### config.mk
export PLATFORM = sky130hd
export DESIGN_NAME = utf16_to_utf8_transcoder
export DESIGN_NICKNAME = d
export VERILOG_FILES = /design/src/hw/rtl/u16u8_pkg.sv /design/src/hw/rtl/utf16_to_utf8_transcoder.sv
export VERILOG_INCLUDE_DIRS = /design/src /design/src/hw/rtl
export SDC_FILE = /design/constraint.sdc
export NUM_CORES = 1
export LEC_CHECK = 0
export BUFFER_PORTS_ARGS = -buffer_cell sky130_fd_sc_hd__buf_2
export CORE_MARGIN = 2
export CORE_UTILIZATION = 40
export DETAILED_ROUTE_END_ITERATION = 6
export PLACE_DENSITY_LB_ADDON = 0.05
export SLEW_MARGIN = 10
export SYNTH_ARGS = -nofsm -noshare
export SYNTH_HDL_FRONTEND = slang
export SYNTH_SLANG_ARGS = --single-unit
### constraint.sdc
create_clock -name clk -period 2.52 [get_ports clk]
set_clock_uncertainty 0.05 [all_clocks]
set_input_delay 0.126 -clock clk [delete_from_list [all_inputs] [get_ports clk]]
set_output_delay 0.126 -clock clk [all_outputs]
set_load 0.05 [all_outputs]
### src/hw/rtl/utf16_to_utf8_transcoder_defines.svh
// Assertion helpers shared by the transcoder RTL.
`ifndef UTF16_TO_UTF8_TRANSCODER_DEFINES_SVH
`define UTF16_TO_UTF8_TRANSCODER_DEFINES_SVH

// Same-cycle implication, checked out of reset.
`define U16U8_ASSERT_NOW(lbl, ante, cons, msg) \
  lbl: assert property (@(posedge clk) disable iff (rst) (ante) |-> (cons)) else $error(msg);

// Next-cycle implication, checked out of reset.
`define U16U8_ASSERT_NXT(lbl, ante, cons, msg) \
  lbl: assert property (@(posedge clk) disable iff (rst) (ante) |=> (cons)) else $error(msg);

`endif

### src/hw/rtl/u16u8_pkg.sv
package u16u8_pkg;

  localparam int unsigned ResultDepth = 6;
  localparam int unsigned CountW      = $clog2(ResultDepth + 1);
  localparam int unsigned PtrW        = $clog2(ResultDepth);

  localparam logic [1:0]  BomLen      = 2'd2;
  localparam logic [5:0]  SurHighTag  = 6'b110110;
  localparam logic [5:0]  SurLowTag   = 6'b110111;
  localparam logic [15:0] ReplUnit    = 16'hFFFD;
  localparam logic [20:0] SuppBase    = 21'h10000;
  localparam logic [15:0] OneByteLim  = 16'h0080;
  localparam logic [15:0] TwoByteLim  = 16'h0800;

  localparam logic [7:0]  ContTag     = 8'h80;
  localparam logic [7:0]  Lead2Tag    = 8'hC0;
  localparam logic [7:0]  Lead3Tag    = 8'hE0;
  localparam logic [7:0]  Lead4Tag    = 8'hF0;
  localparam logic [7:0]  Repl0       = 8'hEF;
  localparam logic [7:0]  Repl1       = 8'hBF;
  localparam logic [7:0]  Repl2       = 8'hBD;

  typedef logic [7:0] byte_t;

  typedef struct packed {
    logic [2:0]      cnt;
    logic [3:0][7:0] bytes;
  } utf8_seq_t;

  // Encode a non-surrogate BMP value as 1 to 3 bytes.
  function automatic utf8_seq_t encode_bmp(logic [15:0] v);
    utf8_seq_t s;
    s = '0;
    if (v < OneByteLim) begin
      s.cnt      = 3'd1;
      s.bytes[0] = v[7:0];
    end else if (v < TwoByteLim) begin
      s.cnt      = 3'd2;
      s.bytes[0] = Lead2Tag | {3'b000, v[10:6]};
      s.bytes[1] = ContTag | {2'b00, v[5:0]};
    end else begin
      s.cnt      = 3'd3;
      s.bytes[0] = Lead3Tag | {4'b0000, v[15:12]};
      s.bytes[1] = ContTag | {2'b00, v[11:6]};
      s.bytes[2] = ContTag | {2'b00, v[5:0]};
    end
    return s;
  endfunction

  // Combine a surrogate pair into a 4-byte sequence.
  function automatic utf8_seq_t encode_pair(logic [9:0] hi, logic [9:0] lo);
    utf8_seq_t   s;
    logic [20:0] cp;
    cp         = SuppBase + {1'b0, hi, lo};
    s.cnt      = 3'd4;
    s.bytes[0] = Lead4Tag | {5'b00000, cp[20:18]};
    s.bytes[1] = ContTag | {2'b00, cp[17:12]};
    s.bytes[2] = ContTag | {2'b00, cp[11:6]};
    s.bytes[3] = ContTag | {2'b00, cp[5:0]};
    return s;
  endfunction

endpackage

### src/hw/rtl/utf16_to_utf8_transcoder.sv
// UTF-16 to UTF-8 transcoder.
// Input stream: one raw UTF-16 byte per transaction on s_axis (tdata = byte,
// tlast = final byte of the stream). The first two bytes (BOM) are dropped,
// then bytes pair into code units in the order set by byte_order_big
// (cfg_wr_en/cfg_wr_data, write only while idle).
// Output stream: one UTF-8 byte per transaction on m_axis; tlast marks the
// last byte caused by one input byte, tuser is set on bytes caused by the
// stream's final input byte. Lone or unpaired surrogates become U+FFFD.
// An accepted byte waits in the input register until the result buffer is
// free, and is then decoded into that buffer, from which m_axis reads it.
// An input byte yields 0 to 6 output bytes, sent on the one-byte output port
// one per m_axis transfer. While results drain, the input register can take
// one further byte; s_axis_tready then stays low until the buffer's last
// byte is taken, and the held byte is decoded as that last byte goes out.
// Reset clears the BOM counter, unit and surrogate state, the register, the
// input valid flag and the result count. A stalled m_axis_tready holds the
// current byte; the input register still takes one more byte, then
// s_axis_tready drops.
module utf16_to_utf8_transcoder (
  input  logic                 clk,
  input  logic                 rst,
  input  logic                 cfg_wr_en,
  input  logic                 cfg_wr_data,   // byte_order_big
  input  logic                 s_axis_tvalid,
  output logic                 s_axis_tready,
  input  logic [7:0]           s_axis_tdata,  // [7:0] in_byte
  input  logic                 s_axis_tlast,  // in_last
  output logic                 m_axis_tvalid,
  input  logic                 m_axis_tready,
  output logic [7:0]           m_axis_tdata,  // [7:0] out_byte
  output logic                 m_axis_tlast,  // run_last
  output logic                 m_axis_tuser   // [0] stream_end
);
  import u16u8_pkg::*;
  `include "utf16_to_utf8_transcoder_defines.svh"

  logic                  byte_order_big;

  logic                  i_valid;
  byte_t                 i_byte;
  logic                  i_last;

  logic [1:0]            bom_cnt;
  logic                  unit_half;
  byte_t                 held_byte;
  logic                  pend;
  logic [9:0]            hi_bits;

  byte_t                 obuf [ResultDepth];
  logic [CountW-1:0]     buf_cnt;
  logic [PtrW-1:0]       rd_ptr;
  logic                  buf_end;

  logic                  out_done;
  logic                  buf_free;
  logic                  proc_go;
  logic [15:0]           unit;
  logic                  is_hi;
  logic                  is_lo;
  logic                  have_unit;
  logic                  pre;
  logic                  pair;
  logic                  pend_after;
  logic                  post;
  utf8_seq_t             main_seq;
  utf8_seq_t             tail_seq;
  utf8_seq_t             repl_seq;
  byte_t                 buf_next [ResultDepth];
  logic [CountW-1:0]     cnt_next;

  always_ff @(posedge clk) begin
    if (rst) begin
      byte_order_big <= 1'b0;
    end else if (cfg_wr_en) begin
      byte_order_big <= cfg_wr_data;
    end
  end

  // Output side
  assign m_axis_tvalid = (buf_cnt != '0);
  assign m_axis_tdata  = obuf[rd_ptr];
  assign m_axis_tlast  = (CountW'(rd_ptr) == buf_cnt - CountW'(1));
  assign m_axis_tuser  = buf_end;
  assign out_done      = m_axis_tvalid && m_axis_tready && m_axis_tlast;
  assign buf_free      = (buf_cnt == '0) || out_done;
  assign proc_go       = i_valid && buf_free;
  assign s_axis_tready = !i_valid || proc_go;

  // Decode
  assign unit       = byte_order_big ? {held_byte, i_byte} : {i_byte, held_byte};
  assign is_hi      = (unit[15:10] == SurHighTag);
  assign is_lo      = (unit[15:10] == SurLowTag);
  assign have_unit  = (bom_cnt == BomLen) && unit_half;
  assign pre        = have_unit && pend && !is_lo;
  assign pair       = have_unit && pend && is_lo;
  assign pend_after = have_unit ? is_hi : pend;
  assign post       = i_last && pend_after;

  always_comb begin
    repl_seq = '0;
    repl_seq.cnt      = 3'd3;
    repl_seq.bytes[0] = Repl0;
    repl_seq.bytes[1] = Repl1;
    repl_seq.bytes[2] = Repl2;

    if (pair) begin
      main_seq = encode_pair(hi_bits, unit[9:0]);
    end else if (have_unit && !is_hi) begin
      main_seq = encode_bmp(is_lo ? ReplUnit : unit);
    end else begin
      main_seq = '0;
    end

    tail_seq = post ? repl_seq : main_seq;

    // A leading replacement never shares the buffer with a 4-byte sequence.
    if (pre) begin
      buf_next[0] = Repl0;
      buf_next[1] = Repl1;
      buf_next[2] = Repl2;
      buf_next[3] = tail_seq.bytes[0];
      buf_next[4] = tail_seq.bytes[1];
      buf_next[5] = tail_seq.bytes[2];
      cnt_next    = CountW'(3) + CountW'(tail_seq.cnt);
    end else begin
      buf_next[0] = tail_seq.bytes[0];
      buf_next[1] = tail_seq.bytes[1];
      buf_next[2] = tail_seq.bytes[2];
      buf_next[3] = tail_seq.bytes[3];
      buf_next[4] = tail_seq.bytes[3];
      buf_next[5] = tail_seq.bytes[3];
      cnt_next    = CountW'(tail_seq.cnt);
    end
  end

  // Input register
  always_ff @(posedge clk) begin
    if (rst) begin
      i_valid <= 1'b0;
    end else if (s_axis_tready) begin
      i_valid <= s_axis_tvalid;
    end
  end

  always_ff @(posedge clk) begin
    if (s_axis_tready && s_axis_tvalid) begin
      i_byte <= s_axis_tdata;
      i_last <= s_axis_tlast;
    end
  end

  // Stream state
  always_ff @(posedge clk) begin
    if (rst) begin
      bom_cnt   <= '0;
      unit_half <= 1'b0;
      pend      <= 1'b0;
    end else if (proc_go) begin
      if (i_last) begin
        bom_cnt   <= '0;
        unit_half <= 1'b0;
        pend      <= 1'b0;
      end else if (bom_cnt != BomLen) begin
        bom_cnt <= bom_cnt + 2'd1;
      end else begin
        unit_half <= !unit_half;
        pend      <= pend_after;
      end
    end
  end

  always_ff @(posedge clk) begin
    if (proc_go && (bom_cnt == BomLen)) begin
      if (!unit_half) begin
        held_byte <= i_byte;
      end else if (is_hi) begin
        hi_bits <= unit[9:0];
      end
    end
  end

  // Result buffer
  always_ff @(posedge clk) begin
    if (rst) begin
      buf_cnt <= '0;
      rd_ptr  <= '0;
    end else if (proc_go) begin
      buf_cnt <= cnt_next;
      rd_ptr  <= '0;
    end else if (out_done) begin
      buf_cnt <= '0;
      rd_ptr  <= '0;
    end else if (m_axis_tvalid && m_axis_tready) begin
      rd_ptr <= rd_ptr + 1'b1;
    end
  end

  always_ff @(posedge clk) begin
    if (proc_go) begin
      obuf    <= buf_next;
      buf_end <= i_last;
    end
  end

  `U16U8_ASSERT_NOW(a_cnt_range, 1'b1, buf_cnt <= CountW'(ResultDepth), "result count overflow")
  `U16U8_ASSERT_NOW(a_ptr_range, m_axis_tvalid, CountW'(rd_ptr) < buf_cnt, "read pointer past count")
  `U16U8_ASSERT_NOW(a_pend_bom, pend, bom_cnt == BomLen, "surrogate pending inside BOM")
  `U16U8_ASSERT_NXT(a_end_clear, proc_go && i_last,
                    bom_cnt == '0 && !pend && !unit_half, "state not cleared at stream end")

endmodule
### Word level (Yosys, flattened, before mapping)

Index checks and enable logic that the tools add are counted.

| word-level totals | value |
|---|---|
| register bits after elaboration | 88 |
| bits of input ports | 15 |
| output and inout port bits | 12 |
| word-level logic and storage cells | 85 |

| operators by class | value |
|---|---|
| add/subtract/negate cells | 5 |
| $lt $le $gt $ge | 3 |
| equality and inequality tests | 6 |
| multiplexer cells | 25 |
| bitwise operators | 2 |
| reductions and logical operators | 26 |

Operator list:

| cell | count |
|---|---|
| 2-to-1 mux 35 bit | 3 |
| 2-to-1 mux 16 bit | 3 |
| 2-to-1 mux 8 bit | 4 |
| binary-select mux 8 bit (select 3 bit) | 1 |
| 2-to-1 mux 24 bit | 1 |
| adder 17 x 20 -> 21 bit (first input constant) | 1 |
| < comparator 16 x 12 -> 1 bit (second input constant) | 1 |
| < comparator 16 x 8 -> 1 bit (second input constant) | 1 |
| 2-to-1 mux 14 bit | 1 |
| == test 6 bit (second input constant) | 2 |
| logical AND 1 bit | 11 |
| 2-to-1 mux 3 bit | 3 |
| 2-to-1 mux 1 bit | 6 |
| 2-to-1 mux 2 bit | 3 |
| AND reduction 2 bit | 3 |
| greater-or-equal comparator 4 bit (second input constant) | 1 |
| logical NOT 1 bit | 4 |
| != test 2 bit (second input constant) | 2 |
| inverter 3 -> 4 bit | 1 |
| nonzero test 2 bit | 2 |
| adder 2 x 3 -> 3 bit (first input constant) | 1 |
| adder 3 x 1 -> 3 bit (second input constant) | 1 |
| == test 3 bit | 1 |
| logical NOT 3 bit | 1 |
| other kinds (8) | 9 |

### Logic depth before layout (Yosys ltp)

| depth | value |
|---|---|
| depth in word-level cells | 12 |
| gate-level depth with buffers | 12 |
| depth with buffers taken out | 11 |

### Worst setup path before layout

Ideal clock, no wire load.

| timing | value |
|---|---|
| path type | register -> register |
| start | register buf_cnt[0] |
| end | register i_byte[0], enable pin |
| arrival | 2.919 ns |
| required time | 2.092 ns |
| path slack | -0.827 ns |
| stages on the path, launching flop included | 7 |
| path buffers | 0 |
| period minus slack after synthesis | 3.347 ns |
| cell sequence | dfxtp_1 > inv_1 > ha_1 > xnor2_1 > nor3_1 > a21boi_0 > a21oi_1 |

| between the ends | value |
|---|---|
| cells in the longest elaborated chain, start to end | 7 |

Ends and longest elaborated chain:

| element | RTL line | source |
|---|---|---|
| start, declared | utf16_to_utf8_transcoder.sv:50 | `logic [CountW-1:0] buf_cnt;` |
| start signal, assigned | utf16_to_utf8_transcoder.sv:188 | `buf_cnt <= cnt_next;` |
| subtractor 3 x 1 -> 3 bit | utf16_to_utf8_transcoder.sv:82 | `assign m_axis_tlast = (CountW'(rd_ptr) == buf_cnt - CountW'(1));` |
| == test 3 bit | utf16_to_utf8_transcoder.sv:82 |  |
| via m_axis_tlast | utf16_to_utf8_transcoder.sv:31 | `output logic m_axis_tlast,` |
| logical AND 1 bit | utf16_to_utf8_transcoder.sv:84 | `assign out_done = m_axis_tvalid && m_axis_tready && m_axis_tlast;` |
| logical OR 1 bit | utf16_to_utf8_transcoder.sv:85 | `assign buf_free = (buf_cnt == '0) \|\| out_done;` |
| logical AND 1 bit | utf16_to_utf8_transcoder.sv:86 | `assign proc_go = i_valid && buf_free;` |
| logical OR 1 bit | utf16_to_utf8_transcoder.sv:87 | `assign s_axis_tready = !i_valid \|\| proc_go;` |
| logical AND 1 bit | utf16_to_utf8_transcoder.sv:146 | `if (s_axis_tready && s_axis_tvalid) begin` |
| end signal, assigned | utf16_to_utf8_transcoder.sv:147 | `i_byte <= s_axis_tdata;` |
| end, declared | utf16_to_utf8_transcoder.sv:40 | `byte_t i_byte;` |

The timed path passes the listed nets, and every way through them passes these cells.
A chain may end at the register's enable or synchronous reset.

### Final worst setup path

| timing | value |
|---|---|
| start | register byte_order_big |
| end | register buf_cnt[1] |

| between the ends | value |
|---|---|
| cells in the longest elaborated chain, start to end | 12 |

Ends and longest elaborated chain:

| element | RTL line | source |
|---|---|---|
| start, declared | utf16_to_utf8_transcoder.sv:37 | `logic byte_order_big;` |
| start signal, assigned | utf16_to_utf8_transcoder.sv:75 | `byte_order_big <= cfg_wr_data;` |
| 2-to-1 mux 16 bit (*) | utf16_to_utf8_transcoder.sv:90 | `assign unit = byte_order_big ? {held_byte, i_byte} : {i_byte, held_byte};` |
| == test 6 bit | utf16_to_utf8_transcoder.sv:92 | `assign is_lo = (unit[15:10] == SurLowTag);` |
| 2-to-1 mux 16 bit | utf16_to_utf8_transcoder.sv:109 | `main_seq = encode_bmp(is_lo ? ReplUnit : unit);` |
| < comparator 16 x 12 -> 1 bit | u16u8_pkg.sv:37 | `end else if (v < TwoByteLim) begin` |
| 2-to-1 mux 1 bit | u16u8_pkg.sv:37 |  |
| 2-to-1 mux 2 bit | u16u8_pkg.sv:34 | `if (v < OneByteLim) begin` |
| 2-to-1 mux 35 bit | utf16_to_utf8_transcoder.sv:108 | `end else if (have_unit && !is_hi) begin` |
| 2-to-1 mux 35 bit | utf16_to_utf8_transcoder.sv:106 | `if (pair) begin` |
| 2-to-1 mux 35 bit | utf16_to_utf8_transcoder.sv:114 | `tail_seq = post ? repl_seq : main_seq;` |
| adder 2 x 3 -> 3 bit | utf16_to_utf8_transcoder.sv:124 | `cnt_next = CountW'(3) + CountW'(tail_seq.cnt);` |
| 2-to-1 mux 3 bit (*) | utf16_to_utf8_transcoder.sv:117 | `if (pre) begin` |
| 2-to-1 mux 3 bit (*) | utf16_to_utf8_transcoder.sv:187 | `end else if (proc_go) begin` |

Every way passes the cells marked *; elsewhere a longest branch is shown, timed or not.

==> impl_summary.log <==
INFO  metric worst_slew_pin_slew = 0.620 ns
INFO  metric start_kind = flop
INFO  metric power.ir.vdd_worst = 0.262 mV
INFO  metric synth_seq_area_share = 0.547
INFO  metric layout.cell_area.non_filler = 5260 um^2
INFO  metric fin_crit = 2.36 ns
INFO  metric timing.slew.headroom = 0.587
INFO  metric synth-simple-area-share = 0.112
INFO  metric drt_iter0_drc = 234
INFO  metric post_synth_fa_ha_maj_area_fraction = 0.0171
INFO  metric cp-startpoint = byte_order_big$_SDFFE_PP0P_
INFO  metric cts_inserted_buffers = 9
INFO  metric power.clock.fraction = 0.351
INFO  metric gate_count_post_synth = 391
INFO  metric finalWirelength = 10.5 mm
INFO  metric design.core.area = 10,800 um^2
INFO  metric initial_core_util = 0.407
INFO  metric crit_slowest_cell = sky130_fd_sc_hd__dfxtp_1
INFO  metric wl_per_cell = 17.7 um
INFO  metric setup_total_negative_slack = 0 ns
INFO  metric mappedNetlistArea = 4390 um^2
INFO  metric first_pass_grt_wire_length = 17.1 mm
INFO  metric report.final.setup_viol = 0
INFO  metric num-fill-cells = 986
INFO  metric layout.area.seq = 2400 um^2
INFO  metric criticalPathCategory = reg2reg
INFO  metric cp_data_required_time = 2.74 ns
INFO  metric area_growth = 19.8%
INFO  metric cts_sinks = 84
INFO  metric fin_nets = 472
INFO  metric power.leakage = 0.00186 uW
INFO  metric grt_setup_unrepaired = no
INFO  metric multi_input_logic_area = 1880 um^2
INFO  metric dieArea = 11,800 um^2
INFO  metric reg2reg_from = byte_order_big$_SDFFE_PP0P_
INFO  metric result_of_the_run = finished clean
INFO  metric layout-drive-gt1-share = 0.228
INFO  metric grt_usage = 0.194
INFO  metric part_of_the_power_in_registers = 0.577
INFO  metric postSynth.asyncResetShare = 0
INFO  metric synth_ff_type = sky130_fd_sc_hd__edfxtp_1
INFO  metric timing.critical_path.fanout_max = 21
INFO  metric drt_pre_antenna_iters = 5
INFO  metric global_route.overflow_total = 0
INFO  metric final-hold-violation-count = 0
INFO  metric max-cap-violations = 0
INFO  metric ys_seq_elements = 84
INFO  metric final_critical_path_setup_slack = 0.158 ns
INFO  metric clockBufferDepth = 2
INFO  metric synth.lib_cells_used.distinct = 61
INFO  metric placement.cell_area = 4870 um^2
INFO  metric tritoncts = yes
INFO  metric place_ws = 0.142 ns
INFO  metric worstSkewPairLatency = 0.37 ns
INFO  metric grt_pass1_vias = 3,133
INFO  metric synth-compound-area-share = 0.169
INFO  metric top_level_ports = 27
INFO  metric fmax = 0.423 GHz
INFO  metric post-route-drc-count = 0
INFO  metric clk_pin_slew = 0.08 ns
INFO  metric num_rows = 38
INFO  metric yosys-mux-area-fraction = 0.0945
INFO  metric hpwl_dp = 7.61 mm
INFO  metric power.share.switching = 0.230
INFO  metric cts_max_level = 3
INFO  metric critical_path.cell_chain = buf_12 -> mux2i_2 -> o221ai_2 -> and2_1 -> a21oi_1 -> nand2b_1 -> ha_1 -> and3_1 -> o32ai_1
INFO  metric power_density = 513 nW/um^2
INFO  metric via_density_per_instance = 5.46
INFO  metric xor_xnor_cell_area_share_of_the_yosys_netlist = 0.0174
INFO  metric clk_root_buffer_cell = sky130_fd_sc_hd__clkbuf_8
INFO  metric port_buffers = 26
INFO  metric worstHoldStart = m_axis_tready
INFO  metric dominant_combinational_cell_family_by_area_after_synthesis = compound AO/OA/AOI/OAI gates
INFO  metric synth_warnings = 0
INFO  metric slowest_delay = 0.50 ns
INFO  metric syn_area_per_cell = 11.2 um^2
INFO  metric die_h = 109 um
INFO  metric die_x = 109 um
INFO  metric post-route-period-util = 0.937
INFO  metric post-route-util = 0.488
INFO  metric synth_fp_nets = 412
INFO  metric crit_arrival = 2.59 ns
INFO  metric vias = 3,254
INFO  metric insertedDiodeCount = 0
INFO  metric slew_violations = 0
INFO  metric place_congestion = 0.849
INFO  metric timing.hold.ws = 0.0222 ns
INFO  metric maximum_number_of_pins_on_one_net_before_global_route_repair = 45
INFO  metric synth-edff-count = 72
INFO  metric holdCritPathClass = in2reg
INFO  metric combPwrFrac = 0.072
INFO  metric cts_setup_buffers = 0
INFO  metric cell_internal_pwr = 2080 uW
INFO  metric final_antenna_net_count = 0
INFO  metric net-switching-power = 621 uW
INFO  metric cp-end-kind = flop
INFO  metric grt_antenna_before_repair = 0
==> registers in the layout, indices dropped and copies added (netlist names) <==
name and flops:
obuf 44, hi_bits 10, held_byte 8, i_byte 8, buf_cnt 3, rd_ptr 3, bom_cnt 2, byte_order_big 1
i_last 1, i_valid 1, m_axis_tuser 1, pend 1, unit_half 1
==> power by group through the flow <==
| stage | Sequential [uW] | Combinational [uW] | Clock (uW) |
|---|---|---|---|
| floorplan | 1580 | 112 | 0 |
| global placement | 1590 | 172 | 0 |
| detailed placement | 1590 | 171 | 0 |
| CTS | 1560 | 191 | 979 |
| global route | 1560 | 211 | 1040 |
| finish | 1560 | 195 | 948 |
==> cell usage after synthesis, drive strengths merged (2+ instances only) <==
cell type	count	area share
a211oi	3	0.0051
a21oi	38	0.043
a221oi	4	0.0094
and2	2	0.0028
and3	5	0.0071
buf	11	0.013
clkbuf	10	0.0085
dfxtp	12	0.055
edfxtp	72	0.49
ha	6	0.017
inv	22	0.019
mux2	8	0.021
mux2i	16	0.038
mux4	7	0.036
nand2	31	0.027
nand2b	4	0.0063
nand3	14	0.016
nand3b	2	0.0034
nor2	21	0.018
nor3	9	0.010
nor4	3	0.0043
o211ai	4	0.0068
o21a	3	0.0051
o21ai	40	0.046
o221ai	5	0.011
o22ai	8	0.011
o311ai	2	0.0040
o31a	2	0.0040
xnor2	3	0.0060
xor2	3	0.0060
==> final cells by class <==
cell class / instances / share of cell area
clock buffer: 10 / 0.0243
clock inverter: 6 / 0.0124
inverter: 23 / 0.0174
multi-input combinational: 263 / 0.357
sequential: 84 / 0.456
tap: 140 / 0.0333
timing repair buffer: 70 / 0.0994
==> kinds of logic (layout without fill, tap and decap cells) <==
family                     after synthesis  count (layout)
AOI/OAI and AO/OA                      119             119
and+or+nand+nor                        100             100
DFF                                     84              84
buffers and inverters                   44             109
muxes                                   31              31
xor gates and xnor gates                 7               7
adders and majority gates                6               6
==> path summary, 6_finish.rpt <==
check / cells after the start / end / slack, ns
worst max-delay path: 9 / buf_cnt[1]$_SDFFE_PP0P_ / 0.16
worst min-delay path: 3 / rd_ptr[1]$_SDFFE_PP0P_ / 0.02
worst max register to register: 9 / buf_cnt[1]$_SDFFE_PP0P_ / 0.16
worst min register to register: 2 / bom_cnt[0]$_SDFFE_PP0P_ / 0.41
==> through the flow <==
step	cells	power, uW
2_1_floorplan	391	1700
3_3_place_gp	565	1760
3_5_place_dp	565	1760
4_1_cts	596	2730
5_1_grt	596	2820
6_report	596	2700
==> critical path: cells and delay by family, from the launching register on <==
kind / cells / cell delay [ns]
mux: 1 / 0.26
fa+ha+maj: 1 / 0.21
compound gates: 3 / 0.57
buf+inv: 1 / 0.21
simple gates: 3 / 0.48
flops: 1 / 0.50
==> layout by cell type, fill, tap and decap left out, types with 3 or more instances in the layout <==
cell type,instances
sky130_fd_sc_hd__a211oi_1,3
sky130_fd_sc_hd__edfxtp_1,72
sky130_fd_sc_hd__a21oi_1,37
sky130_fd_sc_hd__o211ai_1,4
sky130_fd_sc_hd__o22ai_1,8
sky130_fd_sc_hd__xor2_1,3
sky130_fd_sc_hd__nor3_1,7
sky130_fd_sc_hd__buf_4,27
sky130_fd_sc_hd__buf_2,26
sky130_fd_sc_hd__mux4_2,7
sky130_fd_sc_hd__o21ai_0,37
sky130_fd_sc_hd__nand3_1,14
sky130_fd_sc_hd__inv_1,22
sky130_fd_sc_hd__mux2_2,8
sky130_fd_sc_hd__dlygate4sd3_1,15
sky130_fd_sc_hd__nand2_1,30
sky130_fd_sc_hd__nor2_1,21
sky130_fd_sc_hd__clkinv_4,3
sky130_fd_sc_hd__and3_1,5
sky130_fd_sc_hd__dfxtp_1,12
sky130_fd_sc_hd__clkbuf_8,9
sky130_fd_sc_hd__ha_1,6
sky130_fd_sc_hd__nand2b_1,3
sky130_fd_sc_hd__o221ai_1,4
sky130_fd_sc_hd__o21a_1,3
sky130_fd_sc_hd__mux2i_1,14
==> per-layer routing <==
layer / vias up / part of all wire / track usage
met1: 1544 / 0.49 / 0.285
li1: 1610 / - / -
met3: 21 / 0.037 / 0.0323
met5: - / 0 / 0
met4: 0 / 0.026 / 0.0788
met2: 79 / 0.45 / 0.285
==> timing repair <==
item / CTS / global route
endpoints found under the hold margin: 14 / 0
gates resized for setup: 0 / 10
endpoints found under the setup margin: 0 / 7
hold buffers: 15 / 0
Power figures use the tool's default switching activity.
